File: src/hw/rtl/slp_pkg.sv
// ----------------------------------------------------------------------------
// slp_pkg
// Shared types, result codes and character constants of the S-record parser.
// ----------------------------------------------------------------------------
package slp_pkg;

	localparam int unsigned KIND_W  = 3;
	localparam int unsigned ADDR_W  = 32;
	localparam int unsigned DATA_W  = 8;
	localparam int unsigned POS_W   = 10;

	// result kinds
	localparam logic [KIND_W-1:0] KIND_WRITE     = 3'd0;
	localparam logic [KIND_W-1:0] KIND_ENTRY     = 3'd1;
	localparam logic [KIND_W-1:0] KIND_BAD_START = 3'd2;
	localparam logic [KIND_W-1:0] KIND_BAD_TYPE  = 3'd3;
	localparam logic [KIND_W-1:0] KIND_DATA_OVF  = 3'd4;
	localparam logic [KIND_W-1:0] KIND_ENTRY_OVF = 3'd5;
	localparam logic [KIND_W-1:0] KIND_BAD_COUNT = 3'd6;

	localparam logic [7:0] CHAR_S    = 8'h53;
	localparam logic [7:0] CHAR_ZERO = 8'h30;
	localparam logic [7:0] CHAR_LF   = 8'h0a;

	localparam logic [POS_W-1:0] POS_START = 10'd0;
	localparam logic [POS_W-1:0] POS_TYPE  = 10'd1;
	localparam logic [POS_W-1:0] POS_CNT_H = 10'd2;
	localparam logic [POS_W-1:0] POS_CNT_L = 10'd3;
	localparam logic [POS_W-1:0] POS_ADDR  = 10'd4;
	localparam logic [POS_W-1:0] POS_MAX   = 10'd1023;

	localparam logic [7:0]  MIN_COUNT     = 8'd3;
	localparam logic [31:0] MEM_LIMIT_RST = 32'd128000;

	typedef struct packed {
		logic [KIND_W-1:0] kind;
		logic [ADDR_W-1:0] target_address;
		logic [DATA_W-1:0] write_data;
	} result_t;

	typedef struct packed {
		logic    valid;
		logic    halted;
		result_t res;
	} core_out_t;

	// non-hex characters decode as zero
	function automatic logic [3:0] hex_value(input logic [7:0] c);
		logic [3:0] v;
		v = 4'd0;
		if (c >= 8'h30 && c <= 8'h39) v = c[3:0];
		else if ((c >= 8'h41 && c <= 8'h46) || (c >= 8'h61 && c <= 8'h66)) v = c[3:0] + 4'd9;
		return v;
	endfunction

endpackage

File: src/hw/rtl/slp_if.sv
// ----------------------------------------------------------------------------
// slp_char_if / slp_result_if
// Valid/ready channels for characters in and parser results out.
// ----------------------------------------------------------------------------
interface slp_char_if;
	logic       valid;
	logic       ready;
	logic [7:0] ch;

	modport source(output valid, output ch, input ready);
	modport sink(input valid, input ch, output ready);
endinterface

interface slp_result_if;
	logic        valid;
	logic        ready;
	logic [2:0]  kind;
	logic [31:0] target_address;
	logic [7:0]  write_data;

	modport source(output valid, output kind, output target_address, output write_data,
		input ready);
	modport sink(input valid, input kind, input target_address, input write_data,
		output ready);
endinterface

File: src/hw/rtl/slp_core.sv
// ----------------------------------------------------------------------------
// slp_core
// Per-line parser state and the per-character next-state and result logic.
// ----------------------------------------------------------------------------
module slp_core #(
	parameter int unsigned ADDR_WIDTH = 32
) (
	input  logic              clk,
	input  logic              arst_n,
	input  logic              step,
	input  logic [7:0]        ch,
	input  logic [31:0]       memory_limit,
	output slp_pkg::core_out_t core_out
);
	import slp_pkg::*;

	logic                  halted_q, halted_n;
	logic [POS_W-1:0]      pos_q, pos_n;
	logic [7:0]            rkind_q, rkind_n;
	logic [7:0]            bcount_q, bcount_n;
	logic [ADDR_WIDTH-1:0] acc_q, acc_n;
	logic [2:0]            alen_q, alen_n;
	logic [3:0]            hi_q, hi_n;
	logic [7:0]            didx_q, didx_n;
	logic                  skip_q, skip_n;

	logic [3:0]            nib;
	logic [7:0]            cnt_byte;
	logic [POS_W-1:0]      q;
	logic [POS_W-1:0]      alen2;
	logic [POS_W-1:0]      r;
	logic                  in_addr;
	logic                  last_addr;
	logic                  is_data;
	logic [7:0]            alen_p1;
	logic [7:0]            count;
	logic [ADDR_WIDTH-1:0] acc_sh;
	logic [31:0]           acc_sh_ext;
	logic [32:0]           end_addr;
	logic [31:0]           waddr;
	logic                  res_vld;
	result_t               res;

	assign nib        = hex_value(ch);
	assign cnt_byte   = {hi_q, nib};
	assign q          = pos_q - POS_ADDR;
	assign alen2      = {6'd0, alen_q, 1'b0};
	assign r          = q - alen2;
	assign in_addr    = q < alen2;
	assign last_addr  = q == (alen2 - 10'd1);
	assign is_data    = rkind_q >= 8'd1 && rkind_q <= 8'd3;
	assign alen_p1    = {5'd0, alen_q} + 8'd1;
	assign count      = (bcount_q >= alen_p1) ? (bcount_q - alen_p1) : 8'd0;
	assign acc_sh     = {acc_q[ADDR_WIDTH-5:0], nib};
	assign acc_sh_ext = 32'(acc_sh);
	assign end_addr   = {1'b0, acc_sh_ext} + {25'd0, count};
	assign waddr      = 32'(acc_q) + {24'd0, didx_q};

	always_comb begin
		halted_n = halted_q;
		pos_n    = pos_q;
		rkind_n  = rkind_q;
		bcount_n = bcount_q;
		acc_n    = acc_q;
		alen_n   = alen_q;
		hi_n     = hi_q;
		didx_n   = didx_q;
		skip_n   = skip_q;
		res_vld  = 1'b0;
		res      = '0;
		if (!halted_q) begin
			priority if (pos_q == POS_START) begin
				if (ch != CHAR_S) begin
					res_vld  = 1'b1;
					res.kind = KIND_BAD_START;
					halted_n = 1'b1;
				end else begin
					pos_n = POS_TYPE;
				end
			end else if (pos_q == POS_TYPE) begin
				if (ch < CHAR_ZERO) begin
					res_vld  = 1'b1;
					res.kind = KIND_BAD_TYPE;
					halted_n = 1'b1;
				end else begin
					rkind_n = ch - CHAR_ZERO;
					pos_n   = POS_CNT_H;
				end
			end else if (ch == CHAR_LF) begin
				// line cut short before its count
				if (pos_q < POS_ADDR && !skip_q) begin
					res_vld  = 1'b1;
					res.kind = KIND_BAD_COUNT;
				end
				pos_n    = POS_START;
				rkind_n  = '0;
				bcount_n = '0;
				acc_n    = '0;
				alen_n   = '0;
				hi_n     = '0;
				didx_n   = '0;
				skip_n   = 1'b0;
			end else begin
				if (!skip_q) begin
					priority if (pos_q == POS_CNT_H) begin
						hi_n = nib;
					end else if (pos_q == POS_CNT_L) begin
						bcount_n = cnt_byte;
						if (cnt_byte < MIN_COUNT) begin
							res_vld  = 1'b1;
							res.kind = KIND_BAD_COUNT;
							skip_n   = 1'b1;
						end else begin
							unique case (rkind_q)
								8'd1, 8'd9: alen_n = 3'd2;
								8'd2, 8'd8: alen_n = 3'd3;
								8'd3, 8'd7: alen_n = 3'd4;
								default: begin
									alen_n = 3'd0;
									skip_n = 1'b1;
								end
							endcase
						end
					end else if (in_addr) begin
						acc_n = acc_sh;
						if (last_addr) begin
							if (is_data) begin
								if (end_addr > {1'b0, memory_limit}) begin
									res_vld  = 1'b1;
									res.kind = KIND_DATA_OVF;
									halted_n = 1'b1;
								end
							end else if (acc_sh_ext >= memory_limit) begin
								res_vld  = 1'b1;
								res.kind = KIND_ENTRY_OVF;
								halted_n = 1'b1;
							end else begin
								res_vld            = 1'b1;
								res.kind           = KIND_ENTRY;
								res.target_address = acc_sh_ext;
								skip_n             = 1'b1;
							end
						end
					end else if (!r[0]) begin
						hi_n = nib;
					end else begin
						if (didx_q < count) begin
							res_vld            = 1'b1;
							res.kind           = KIND_WRITE;
							res.target_address = waddr;
							res.write_data     = cnt_byte;
							didx_n             = didx_q + 8'd1;
						end
					end
				end
				if (pos_q < POS_MAX) pos_n = pos_q + 10'd1;
			end
		end
	end

	always_ff @(posedge clk or negedge arst_n) begin
		if (!arst_n) begin
			halted_q <= 1'b0;
			pos_q    <= '0;
			rkind_q  <= '0;
			bcount_q <= '0;
			acc_q    <= '0;
			alen_q   <= '0;
			hi_q     <= '0;
			didx_q   <= '0;
			skip_q   <= 1'b0;
		end else if (step) begin
			halted_q <= halted_n;
			pos_q    <= pos_n;
			rkind_q  <= rkind_n;
			bcount_q <= bcount_n;
			acc_q    <= acc_n;
			alen_q   <= alen_n;
			hi_q     <= hi_n;
			didx_q   <= didx_n;
			skip_q   <= skip_n;
		end
	end

	assign core_out.valid  = res_vld;
	assign core_out.halted = halted_q;
	assign core_out.res    = res;

endmodule

File: src/hw/rtl/srecord_loader_parser.sv
// ----------------------------------------------------------------------------
// srecord_loader_parser
// S-record text parser: one character in, at most one memory write, entry
// point or error result out.
// ----------------------------------------------------------------------------
// pipeline: an accepted character is held in s1; its result goes to the
//   output register as s1 advances; characters with no result leave nothing
// throughput: one character per cycle; stalls only while a result waits in
//   the output register
// reset: arst_n clears all parse state and sets memory_limit to 128000
module srecord_loader_parser #(
	parameter int unsigned ADDR_WIDTH = 32
) (
	input  logic        clk,
	input  logic        arst_n,
	slp_char_if.sink    chars,
	slp_result_if.source results,
	input  logic        cfg_we,
	input  logic [31:0] cfg_wdata
);
	import slp_pkg::*;

	logic        vld_s1;
	logic [7:0]  ch_s1;
	logic        adv_s1;
	logic        res_vld_s2;
	result_t     res_s2;
	logic [31:0] memory_limit_q;
	core_out_t   core_out;

	assign adv_s1      = vld_s1 && (!res_vld_s2 || results.ready);
	assign chars.ready = !vld_s1 || adv_s1;

	always_ff @(posedge clk or negedge arst_n) begin
		if (!arst_n) begin
			memory_limit_q <= MEM_LIMIT_RST;
		end else if (cfg_we) begin
			memory_limit_q <= cfg_wdata;
		end
	end

	always_ff @(posedge clk or negedge arst_n) begin
		if (!arst_n) begin
			vld_s1 <= 1'b0;
		end else if (chars.valid && chars.ready) begin
			vld_s1 <= 1'b1;
		end else if (adv_s1) begin
			vld_s1 <= 1'b0;
		end
	end

	always_ff @(posedge clk) begin
		if (chars.valid && chars.ready) ch_s1 <= chars.ch;
	end

	slp_core #(
		.ADDR_WIDTH(ADDR_WIDTH)
	) u_core (
		.clk          (clk),
		.arst_n       (arst_n),
		.step         (adv_s1),
		.ch           (ch_s1),
		.memory_limit (memory_limit_q),
		.core_out     (core_out)
	);

	always_ff @(posedge clk or negedge arst_n) begin
		if (!arst_n) begin
			res_vld_s2 <= 1'b0;
		end else if (adv_s1) begin
			res_vld_s2 <= core_out.valid;
		end else if (results.ready) begin
			res_vld_s2 <= 1'b0;
		end
	end

	always_ff @(posedge clk) begin
		if (adv_s1) res_s2 <= core_out.res;
	end

	assign results.valid          = res_vld_s2;
	assign results.kind           = res_s2.kind;
	assign results.target_address = res_s2.target_address;
	assign results.write_data     = res_s2.write_data;

`ifndef SYNTHESIS
	// a halted parser produces nothing
	a_halt_silent: assert property (@(posedge clk) disable iff (!arst_n)
		core_out.halted |-> !core_out.valid)
		else $error("result produced while halted");

	// only reset leaves the halted state
	a_halt_sticky: assert property (@(posedge clk) disable iff (!arst_n)
		core_out.halted |=> core_out.halted)
		else $error("halt released without reset");

	a_data_zero: assert property (@(posedge clk) disable iff (!arst_n)
		results.valid && results.kind != KIND_WRITE |-> results.write_data == 8'd0)
		else $error("nonzero data on a non-write result");

	a_err_addr_zero: assert property (@(posedge clk) disable iff (!arst_n)
		results.valid && (results.kind == KIND_BAD_START || results.kind == KIND_BAD_TYPE
		|| results.kind == KIND_DATA_OVF || results.kind == KIND_ENTRY_OVF
		|| results.kind == KIND_BAD_COUNT) |-> results.target_address == 32'd0)
		else $error("nonzero address on an error result");
`endif

endmodule
File: src/flat_wrapper.sv
// flat-port wrapper written by rule: the top's interface ports become plain ports
module srecord_loader_parser_flat import slp_pkg::*;
#(
	parameter int unsigned ADDR_WIDTH = 32
)
  (clk, arst_n, cfg_we, cfg_wdata, chars_valid, chars_ch, chars_ready, results_valid, results_kind, results_target_address, results_write_data, results_ready);
  slp_char_if chars_i ();
  slp_result_if results_i ();
  input  logic clk;
  input  logic arst_n;
  input  logic cfg_we;
  input  logic [31:0] cfg_wdata;
  input wire logic [$bits(chars_i.valid)-1:0] chars_valid;
  input wire logic [$bits(chars_i.ch)-1:0] chars_ch;
  output wire logic [$bits(chars_i.ready)-1:0] chars_ready;
  output wire logic [$bits(results_i.valid)-1:0] results_valid;
  output wire logic [$bits(results_i.kind)-1:0] results_kind;
  output wire logic [$bits(results_i.target_address)-1:0] results_target_address;
  output wire logic [$bits(results_i.write_data)-1:0] results_write_data;
  input wire logic [$bits(results_i.ready)-1:0] results_ready;
  assign chars_i.valid = chars_valid;
  assign chars_i.ch = chars_ch;
  assign chars_ready = chars_i.ready;
  assign results_valid = results_i.valid;
  assign results_kind = results_i.kind;
  assign results_target_address = results_i.target_address;
  assign results_write_data = results_i.write_data;
  assign results_i.ready = results_ready;
  srecord_loader_parser #(.ADDR_WIDTH(ADDR_WIDTH)) u_core (.clk(clk), .arst_n(arst_n), .chars(chars_i), .results(results_i), .cfg_we(cfg_we), .cfg_wdata(cfg_wdata));
endmodule
File: config.mk
export PLATFORM = sky130hd
export DESIGN_NAME = srecord_loader_parser_flat
export DESIGN_NICKNAME = d
export VERILOG_FILES = /design/src/hw/rtl/slp_pkg.sv /design/src/hw/rtl/slp_if.sv /design/src/hw/rtl/slp_core.sv /design/src/hw/rtl/srecord_loader_parser.sv /design/src/flat_wrapper.sv
export SDC_FILE = /design/constraint.sdc
export NUM_CORES = 1
export LEC_CHECK = 0
export BUFFER_PORTS_ARGS = -buffer_cell sky130_fd_sc_hd__buf_2
export CAP_MARGIN = 20
export CORE_MARGIN = 4
export CORE_UTILIZATION = 55
export CTS_CLUSTER_SIZE = 14
export DETAILED_ROUTE_END_ITERATION = 7
export PLACE_DENSITY = 0.77
export SYNTH_ARGS = -nofsm -noshare
export SYNTH_HDL_FRONTEND = slang
export SYNTH_SLANG_ARGS = --single-unit
File: constraint.sdc
create_clock -name clk -period 6.26 [get_ports clk]
set_input_delay 0.939 -clock clk [delete_from_list [all_inputs] [get_ports clk]]
set_output_delay 0.939 -clock clk [all_outputs]
set_load 0.1 [all_outputs]
Word-level counts from Yosys, hierarchy flattened
Index checks and enable logic that the tools add are counted.
{"block": "word_totals", "register_bits": 160, "in_bits": 45, "output_inout_bits": 45, "elab_cells": 211}
{"block": "op_classes", "n_addsub": 11, "n_lt_le_gt_ge": 17, "n_eq_ne": 23, "mux": 103, "bitwise_logic": 5, "n_reduce_logical": 36}
{"operator": "32-bit two-way mux", "count": 7}
{"operator": "43-bit two-way mux", "count": 3}
{"operator": "8-bit two-way mux", "count": 16}
{"operator": "40-bit two-way mux", "count": 2}
{"operator": "35-bit two-way mux", "count": 2}
{"operator": "10-bit two-way mux", "count": 6}
{"operator": "1-bit two-way mux", "count": 42}
{"operator": "3-bit two-way mux", "count": 14}
{"operator": "32-bit by 8-bit adder with 33-bit output", "count": 1}
{"operator": "33-bit by 32-bit > comparator with 1-bit output", "count": 1}
{"operator": "32-bit by 8-bit adder with 32-bit output", "count": 1}
{"operator": "32-bit >= comparator", "count": 1}
{"operator": "4-bit two-way mux", "count": 8}
{"operator": "8-bit by 4-bit equality test with 1-bit output, second input constant", "count": 3}
{"operator": "8-bit AND reduction", "count": 3}
{"operator": "10-bit by 2-bit equality test with 1-bit output, second input constant", "count": 2}
{"operator": "8-bit by 2-bit equality test with 1-bit output, second input constant", "count": 2}
{"operator": "8-bit by 7-bit >= comparator with 1-bit output, second input constant", "count": 2}
{"operator": "8-bit by 7-bit less-or-equal comparator with 1-bit output, second input constant", "count": 2}
{"operator": "2-bit nonzero test", "count": 7}
{"operator": "10-bit by 1-bit adder with 10-bit output, second input constant", "count": 1}
{"operator": "10-bit by 1-bit equality test with 1-bit output, second input constant", "count": 1}
{"operator": "10-bit equality test", "count": 1}
{"operator": "10-bit zero test", "count": 1}
{"operator": "other kinds (41)", "count": 66}

Depth between registers and ports, before layout
{"block": "depth", "depth_word": 19, "mapped_depth": 30, "depth_no_buf": 29}

Hierarchy
A second synthesis with hierarchy kept.
{"block": "hier_totals", "cells_unflattened": 1145, "hier_area_um2": 11374.7}
{"mod": "slp_core", "n_inst": 1, "cells_per_inst": 1017, "area_per_inst_um2": 8400.6, "seq_area_each_um2": 1876.8}
{"mod": "srecord_loader_parser", "n_inst": 1, "cells_per_inst": 128, "area_per_inst_um2": 2974.1, "seq_area_each_um2": 2389.8}

Least setup slack after synthesis
OpenSTA, ideal clock, no wires.
{"block": "synth_timing", "path_type": "register -> register", "start": "register u_core.u_core.alen_q[0]", "end": "register u_core.u_core.halted_q", "setup_time_ns": 0.121, "arrival_ns": 5.166, "t_required_ns": 6.139, "path_slack_ns": 0.973, "path_stages_with_launch": 28, "path_buffers": 0, "period_less_slack_ns": 5.287, "cell_sequence": "dfrtp_1 inv_1 ha_1 inv_1 fa_1 a21o_1 a21o_1 o21ai_0 inv_1 ha_1 a21o_1 a21o_1 o21ai_0 a31oi_1 o21ai_2 a2111oi_4 nand4_1 xnor2_1 ha_1 nand2_1 nor4_1 nand2_1 o21ai_0 nand3_1 o41a_1 o21ai_2 o31ai_1 a21o_1"}
{"block": "synth_via", "elab_chain_len": 16, "elab_cells_between_ends": 20, "cone_classes": "add/sub: 4; order compare: 3; eq/ne: 1; mux: 12"}
{"item": "start: declaration", "line": "slp_core.sv:22", "text": "logic [2:0] alen_q, alen_n;"}
{"item": "start signal: assignment", "line": "slp_core.sv:178", "text": "alen_q <= alen_n;"}
{"item": "3-bit by 1-bit adder with 4-bit output", "line": "slp_core.sv:52", "text": "assign alen_p1 = {5'd0, alen_q} + 8'd1;"}
{"item": "8-bit by 4-bit subtractor with 8-bit output or 8-bit by 4-bit >= comparator with 1-bit output (tied branches)", "line": "slp_core.sv:53", "text": "assign count = (bcount_q >= alen_p1) ? (bcount_q - alen_p1) : 8'd0;"}
{"item": "8-bit two-way mux", "line": "slp_core.sv:53"}
{"item": "32-bit by 8-bit adder with 33-bit output", "line": "slp_core.sv:56", "text": "assign end_addr = {1'b0, acc_sh_ext} + {25'd0, count};"}
{"item": "33-bit by 32-bit > comparator with 1-bit output", "line": "slp_core.sv:128", "text": "if (end_addr > {1'b0, memory_limit}) begin"}
{"item": "1-bit two-way mux", "line": "slp_core.sv:128"}
{"item": "1-bit two-way mux", "line": "slp_core.sv:127", "text": "if (is_data) begin"}
{"item": "1-bit two-way mux", "line": "slp_core.sv:126", "text": "if (last_addr) begin"}
{"item": "1-bit two-way mux (*)", "line": "slp_core.sv:124", "text": "end else if (in_addr) begin"}
{"item": "1-bit two-way mux (*)", "line": "slp_core.sv:107", "text": "end else if (pos_q == POS_CNT_L) begin"}
{"item": "1-bit two-way mux (*)", "line": "slp_core.sv:105", "text": "priority if (pos_q == POS_CNT_H) begin"}
{"item": "1-bit two-way mux (*)", "line": "slp_core.sv:104", "text": "if (!skip_q) begin"}
{"item": "1-bit two-way mux (*)", "line": "slp_core.sv:89", "text": "end else if (ch == CHAR_LF) begin"}
{"item": "1-bit two-way mux (*)", "line": "slp_core.sv:80", "text": "end else if (pos_q == POS_TYPE) begin"}
{"item": "1-bit two-way mux (*)", "line": "slp_core.sv:72", "text": "priority if (pos_q == POS_START) begin"}
{"item": "1-bit two-way mux (*)", "line": "slp_core.sv:71", "text": "if (!halted_q) begin"}
{"item": "end signal: assignment", "line": "slp_core.sv:173", "text": "halted_q <= halted_n;"}
{"item": "end: declaration", "line": "slp_core.sv:17", "text": "logic halted_q, halted_n;"}
Every way passes the cells marked *; elsewhere a longest branch is shown, timed or not.
A chain may end at the register's enable or synchronous reset.

Worst setup path in the final report
{"block": "layout_timing", "start": "register u_core.ch_s1[0]", "end": "register u_core.u_core.halted_q"}
{"block": "layout_via", "elab_chain_len": 18, "elab_cells_between_ends": 33, "cone_classes": "add/sub: 2; order compare: 9; eq/ne: 2; mux: 16; reduce/logical: 4"}
{"item": "start: declaration", "line": "srecord_loader_parser.sv:24", "text": "logic [7:0] ch_s1;"}
{"item": "start signal: assignment", "line": "srecord_loader_parser.sv:53", "text": "if (chars.valid && chars.ready) ch_s1 <= chars.ch;"}
{"item": "8-bit by 7-bit >= comparator with 1-bit output or 8-bit by 7-bit less-or-equal comparator with 1-bit output (tied branches)", "line": "slp_pkg.sv:52", "text": "else if ((c >= 8'h41 && c <= 8'h46) || (c >= 8'h61 && c <= 8'h66)) v = c[3:0] + 4'd9;"}
{"item": "1-bit logical AND", "line": "slp_pkg.sv:52"}
{"item": "1-bit logical OR", "line": "slp_pkg.sv:52"}
{"item": "4-bit two-way mux", "line": "slp_pkg.sv:52"}
{"item": "4-bit two-way mux (*)", "line": "slp_pkg.sv:51", "text": "if (c >= 8'h30 && c <= 8'h39) v = c[3:0];"}
{"item": "via u_core.u_core.nib[0]", "line": "slp_core.sv:27", "text": "logic [3:0] nib;"}
{"item": "32-bit by 8-bit adder with 33-bit output", "line": "slp_core.sv:56"}
{"item": "33-bit by 32-bit > comparator with 1-bit output", "line": "slp_core.sv:128"}
{"item": "[3 not listed]"}
{"item": "1-bit two-way mux (*)", "line": "slp_core.sv:124"}
{"item": "1-bit two-way mux (*)", "line": "slp_core.sv:107"}
{"item": "1-bit two-way mux (*)", "line": "slp_core.sv:105"}
{"item": "1-bit two-way mux (*)", "line": "slp_core.sv:104"}
{"item": "1-bit two-way mux (*)", "line": "slp_core.sv:89"}
{"item": "1-bit two-way mux (*)", "line": "slp_core.sv:80"}
{"item": "1-bit two-way mux (*)", "line": "slp_core.sv:72"}
{"item": "1-bit two-way mux (*)", "line": "slp_core.sv:71"}
Mark *: on every way through the listed nets, which the timed path passes. The rest lies on a longest branch.

==> summary.md <==
| Metric | Value |
|---|---|
| Register Area | `around 4300 µm²` |
| Fmax | `~170 MHz` |
| Setup TNS | `0 ns` |
| Hold_ws | `0.4907 ns` |
| Final Cycle Share | `between 90% and 100%` |
| Slew margin rel. | `a little under two fifths` |
| EDFF count, synth | `51` |
| Gate Count Post-Synth | `1146` |
| Synthesized area | `approximately 11000 µm²` |
| CTS clk-pin slew, worst paths | `roughly 0.070 ns` |
| CTS tree | `yes` |
| Area after DPL | `approximately 12000 µm²` |
| Asr flop ratio synth | `68.13%` |
| Sequential area share after synthesis | `39.27%` |
| Initial Utilization | `55.82%` |
| Layout area overhead | `12.09%` |
| DPL Wire Length | `between 15000 and 20000 µm` |
| Iter 0 DRT Violations | `around 600` |
| Mean post-synth cell area | `9.480 µm²` |
| Top cells by area, synth | `dfrtp_1 (24%), edfxtp_1 (14%), ha_1 (13%)` |
| Clock Skews | `0.01143 ns` |
| Share of layout cells above drive strength 1 | `roughly 15%` |
| Synthesized flop and latch total | `160` |
| Routed length per instance | `roughly 18 µm` |
| Ys flop type | `dfrtp_1` |
| Final net count | `about 1.4k` |
| IR drop worst, VDD | `~0.18 mV` |
| Crit path setup slack, layout | `between 0.4 and 0.5 ns` |
| CTS Buf Count | `17` |
| Die Area | `about 22000 µm²` |
| GPL Wtd Cong | `0.9132` |
| Number of buffers added on ports | `~90` |
| Antenna violations before repair | `0` |
| Syn. warnings | `0` |
| Crit path max fanout | `9` |
| Clk root buf | `clkbuf_16` |
| Vias in the first global route | `between 8k and 9k` |
| Antenna-violating nets left | `0` |
| Total wire length | `between 20000 and 30000 µm` |
| CTS Buffer Depth | `2` |
| Syn_nets | `between 1k and 1.5k` |
| Ant diodes | `0` |
| Multi-input gate area | `approximately 6200 µm²` |
| Die extent in x | `approximately 150 µm` |
| Power per cell area | `about 240 nW/µm²` |
| Clock Sinks | `between 150 and 200` |
| H-tree depth | `4` |
| Critical Path End Type | `flop` |
| Row cnt | `about 50` |
| Grt total ovfl | `0` |
| Synth area leader | `dfrtp_1` |
| First-pass GRT wire length | `between 40000 and 50000 µm` |
| All-layer global routing usage | `24.89%` |
| Startpoint Class | `flop` |
| Slew @ Worst Pin | `~0.92 ns` |
| Vias | `8928` |
| # IOs | `90` |
| Hold Fails Final Rpt | `0` |
| Setup WS pre-CTS | `around 0.23 ns` |
| CP arrival | `~6 ns` |
| Max-Cap Viols | `0` |
| Clk Latency, worst-skew pair | `approximately 0.44 ns` |
| Worst Hold Class | `flop to flop` |
| Setup Crit Path Kind | `flop to flop` |
| Post-route DRC violation count | `0` |
| CORE AREA | `a little under 20000 µm²` |
| First-pass detailed-route iteration total | `6` |
| Worst EP required | `roughly 6.6 ns` |
| FILL cells | `1574` |
| Share of the synthesized area in the top cell type | `between 20% and 30%` |
| Largest net degree at the start of global routing | `64` |
| Fin. max-slew vios | `0` |
| Tmin final | `roughly 6 ns` |
| Finished Cell Area | `around 12000 µm²` |
| Distinct cell type count after synthesis | `83` |
| Status | `finished clean` |
| Leak | `5.614 nW` |
| Final setup violation count | `0` |
| Die Y | `between 100 and 150 µm` |
| Vias per inst | `5.972` |
synthesized netlist by cell type (all sizes together) (19+ instances only):
master    n
nand3    37
o21ai    85
xnor2    43
inv      68
nand4    20
nor2     75
a22o     41
and2     19
dfrtp   103
ha      111
edfxtp   51
a21o     24
nor3     25
and3     19
clkbuf   49
xor2     30
a21oi    39
nand2   113
a22oi    29
worst max-delay path, cell delays in order, from the launching register on:
cell and delay, ns:
edfxtp_1 0.52, inv_1 0.14, ha_1 0.25, nand3b_1 0.17, a211o_1 0.36, nand3_1 0.10, nor2_1 0.04, a21oi_1 0.20
inv_1 0.21, ha_1 0.30, fa_1 0.47, a21o_1 0.21, o21ai_0 0.10, a31o_2 0.26, nand2_1 0.09, o21ai_0 0.22
nand2_1 0.10, xnor2_1 0.13, ha_1 0.30, nand4_1 0.12, a31oi_1 0.07, nor4_1 0.45, nor3_1 0.09, o41a_1 0.34
o21ai_2 0.21, o31ai_1 0.10, a21o_1 0.20
path summary, 6_finish.rpt:
kind / startpoint / to / slack (ns) / cells after the start
max: u_core.ch_s1[0] / u_core.u_core.halted_q / 0.41 / 26
min: u_core.u_core.rkind_q[6] / u_core.u_core.rkind_q[6] / 0.49 / 2
max reg2reg: u_core.ch_s1[0] / u_core.u_core.halted_q / 0.41 / 26
min reg2reg: u_core.u_core.rkind_q[6] / u_core.u_core.rkind_q[6] / 0.49 / 2
max in group asynchronous: arst_n / u_core.u_core.skip_q / 4.48 / 2
min in group asynchronous: arst_n / u_core.u_core.acc_q[10] / 0.51 / 1
report_power, final:
group,switching (mW),internal (mW)
clock network,0.474,0.519
registers,0.0578,1.15
logic,0.469,0.221
metal layers:
layer	vias to the layer above	global-route usage, %	part of all wire, %
met1	4251	32.35	43
met3	66	3.504	4.9
li1	4291	-	-
met2	320	41.94	49
met4	0	10.35	3.3
met5	-	0	0
registers in the layout, indices dropped and copies added, names as in the netlist:
register and count:
u_core.results.write_data 8, u_core.results.valid 1, u_core.u_core.skip_q 1, u_core.u_core.pos_q 10, u_core.u_core.acc_q 32, u_core.memory_limit_q 32
u_core.u_core.bcount_q 8, u_core.u_core.rkind_q 8, u_core.results.kind 3, u_core.ch_s1 8, u_core.vld_s1 1, u_core.results.target_address 32
u_core.u_core.didx_q 8, u_core.u_core.halted_q 1, u_core.u_core.hi_q 4, u_core.u_core.alen_q 3
through the flow:
step / utilization [%] / instances / total power, mW
after global placement: 59.40 / 1459 / 1.894
after detailed placement: 59.40 / 1459 / 1.908
final: 62.57 / 1495 / 2.891
after global routing: 62.57 / 1495 / 3.044
after floorplan: - / 1146 / 1.728
after CTS: 62.23 / 1491 / 2.895
area by class of cell:
class	instances	share of cell area [%]
flip-flops and latches	160	35.04
clock inverters	15	1.027
clock buffers	17	3.493
well taps	265	2.723
inverters	68	2.117
repair buffers	106	4.726
multi-input cells	864	50.88
cell usage in the layout (no fill, tap or decap), types with 8 or more instances in the layout:
cell	netlist	layout
a211oi_1	11	11
a21o_1	23	23
a21oi_1	38	38
a22o_1	38	38
a22oi_1	29	29
a31oi_1	10	10
and2_1	17	18
and3_1	18	18
and4_1	8	8
buf_2	3	88
buf_4	1	18
clkbuf_16	0	17
dfrtp_1	103	103
edfxtp_1	51	51
ha_1	111	111
inv_1	67	67
nand2_1	113	113
nand2b_1	15	15
nand3_1	36	36
nand4_1	20	20
nor2_1	74	74
nor2b_1	12	11
nor3_1	24	22
nor4_1	9	8
o21ai_0	79	77
o31ai_1	11	11
xnor2_1	43	43
xor2_1	30	30
logic make-up (layout without fill, tap and decap cells):
group | Yosys count | count (layout) | share of synthesized area (%)
compound gates | 289 | 289 | 18.77
buf+inv | 122 | 206 | 4.307
simple gates | 382 | 382 | 17.76
mux | 6 | 6 | 0.6680
fa+ha+maj | 114 | 114 | 13.34
flops | 160 | 160 | 39.27
xor+xnor | 73 | 73 | 5.885
repair_timing:
action | 4_1_cts | 5_1_grt
setup endpoints to repair | 0 | 3
hold endpoints to repair | 0 | 0
setup buffers | 0 | 4
hold buffers | 0 | 0
resized for setup | 0 | 9
Power figures use the tool's default switching activity.
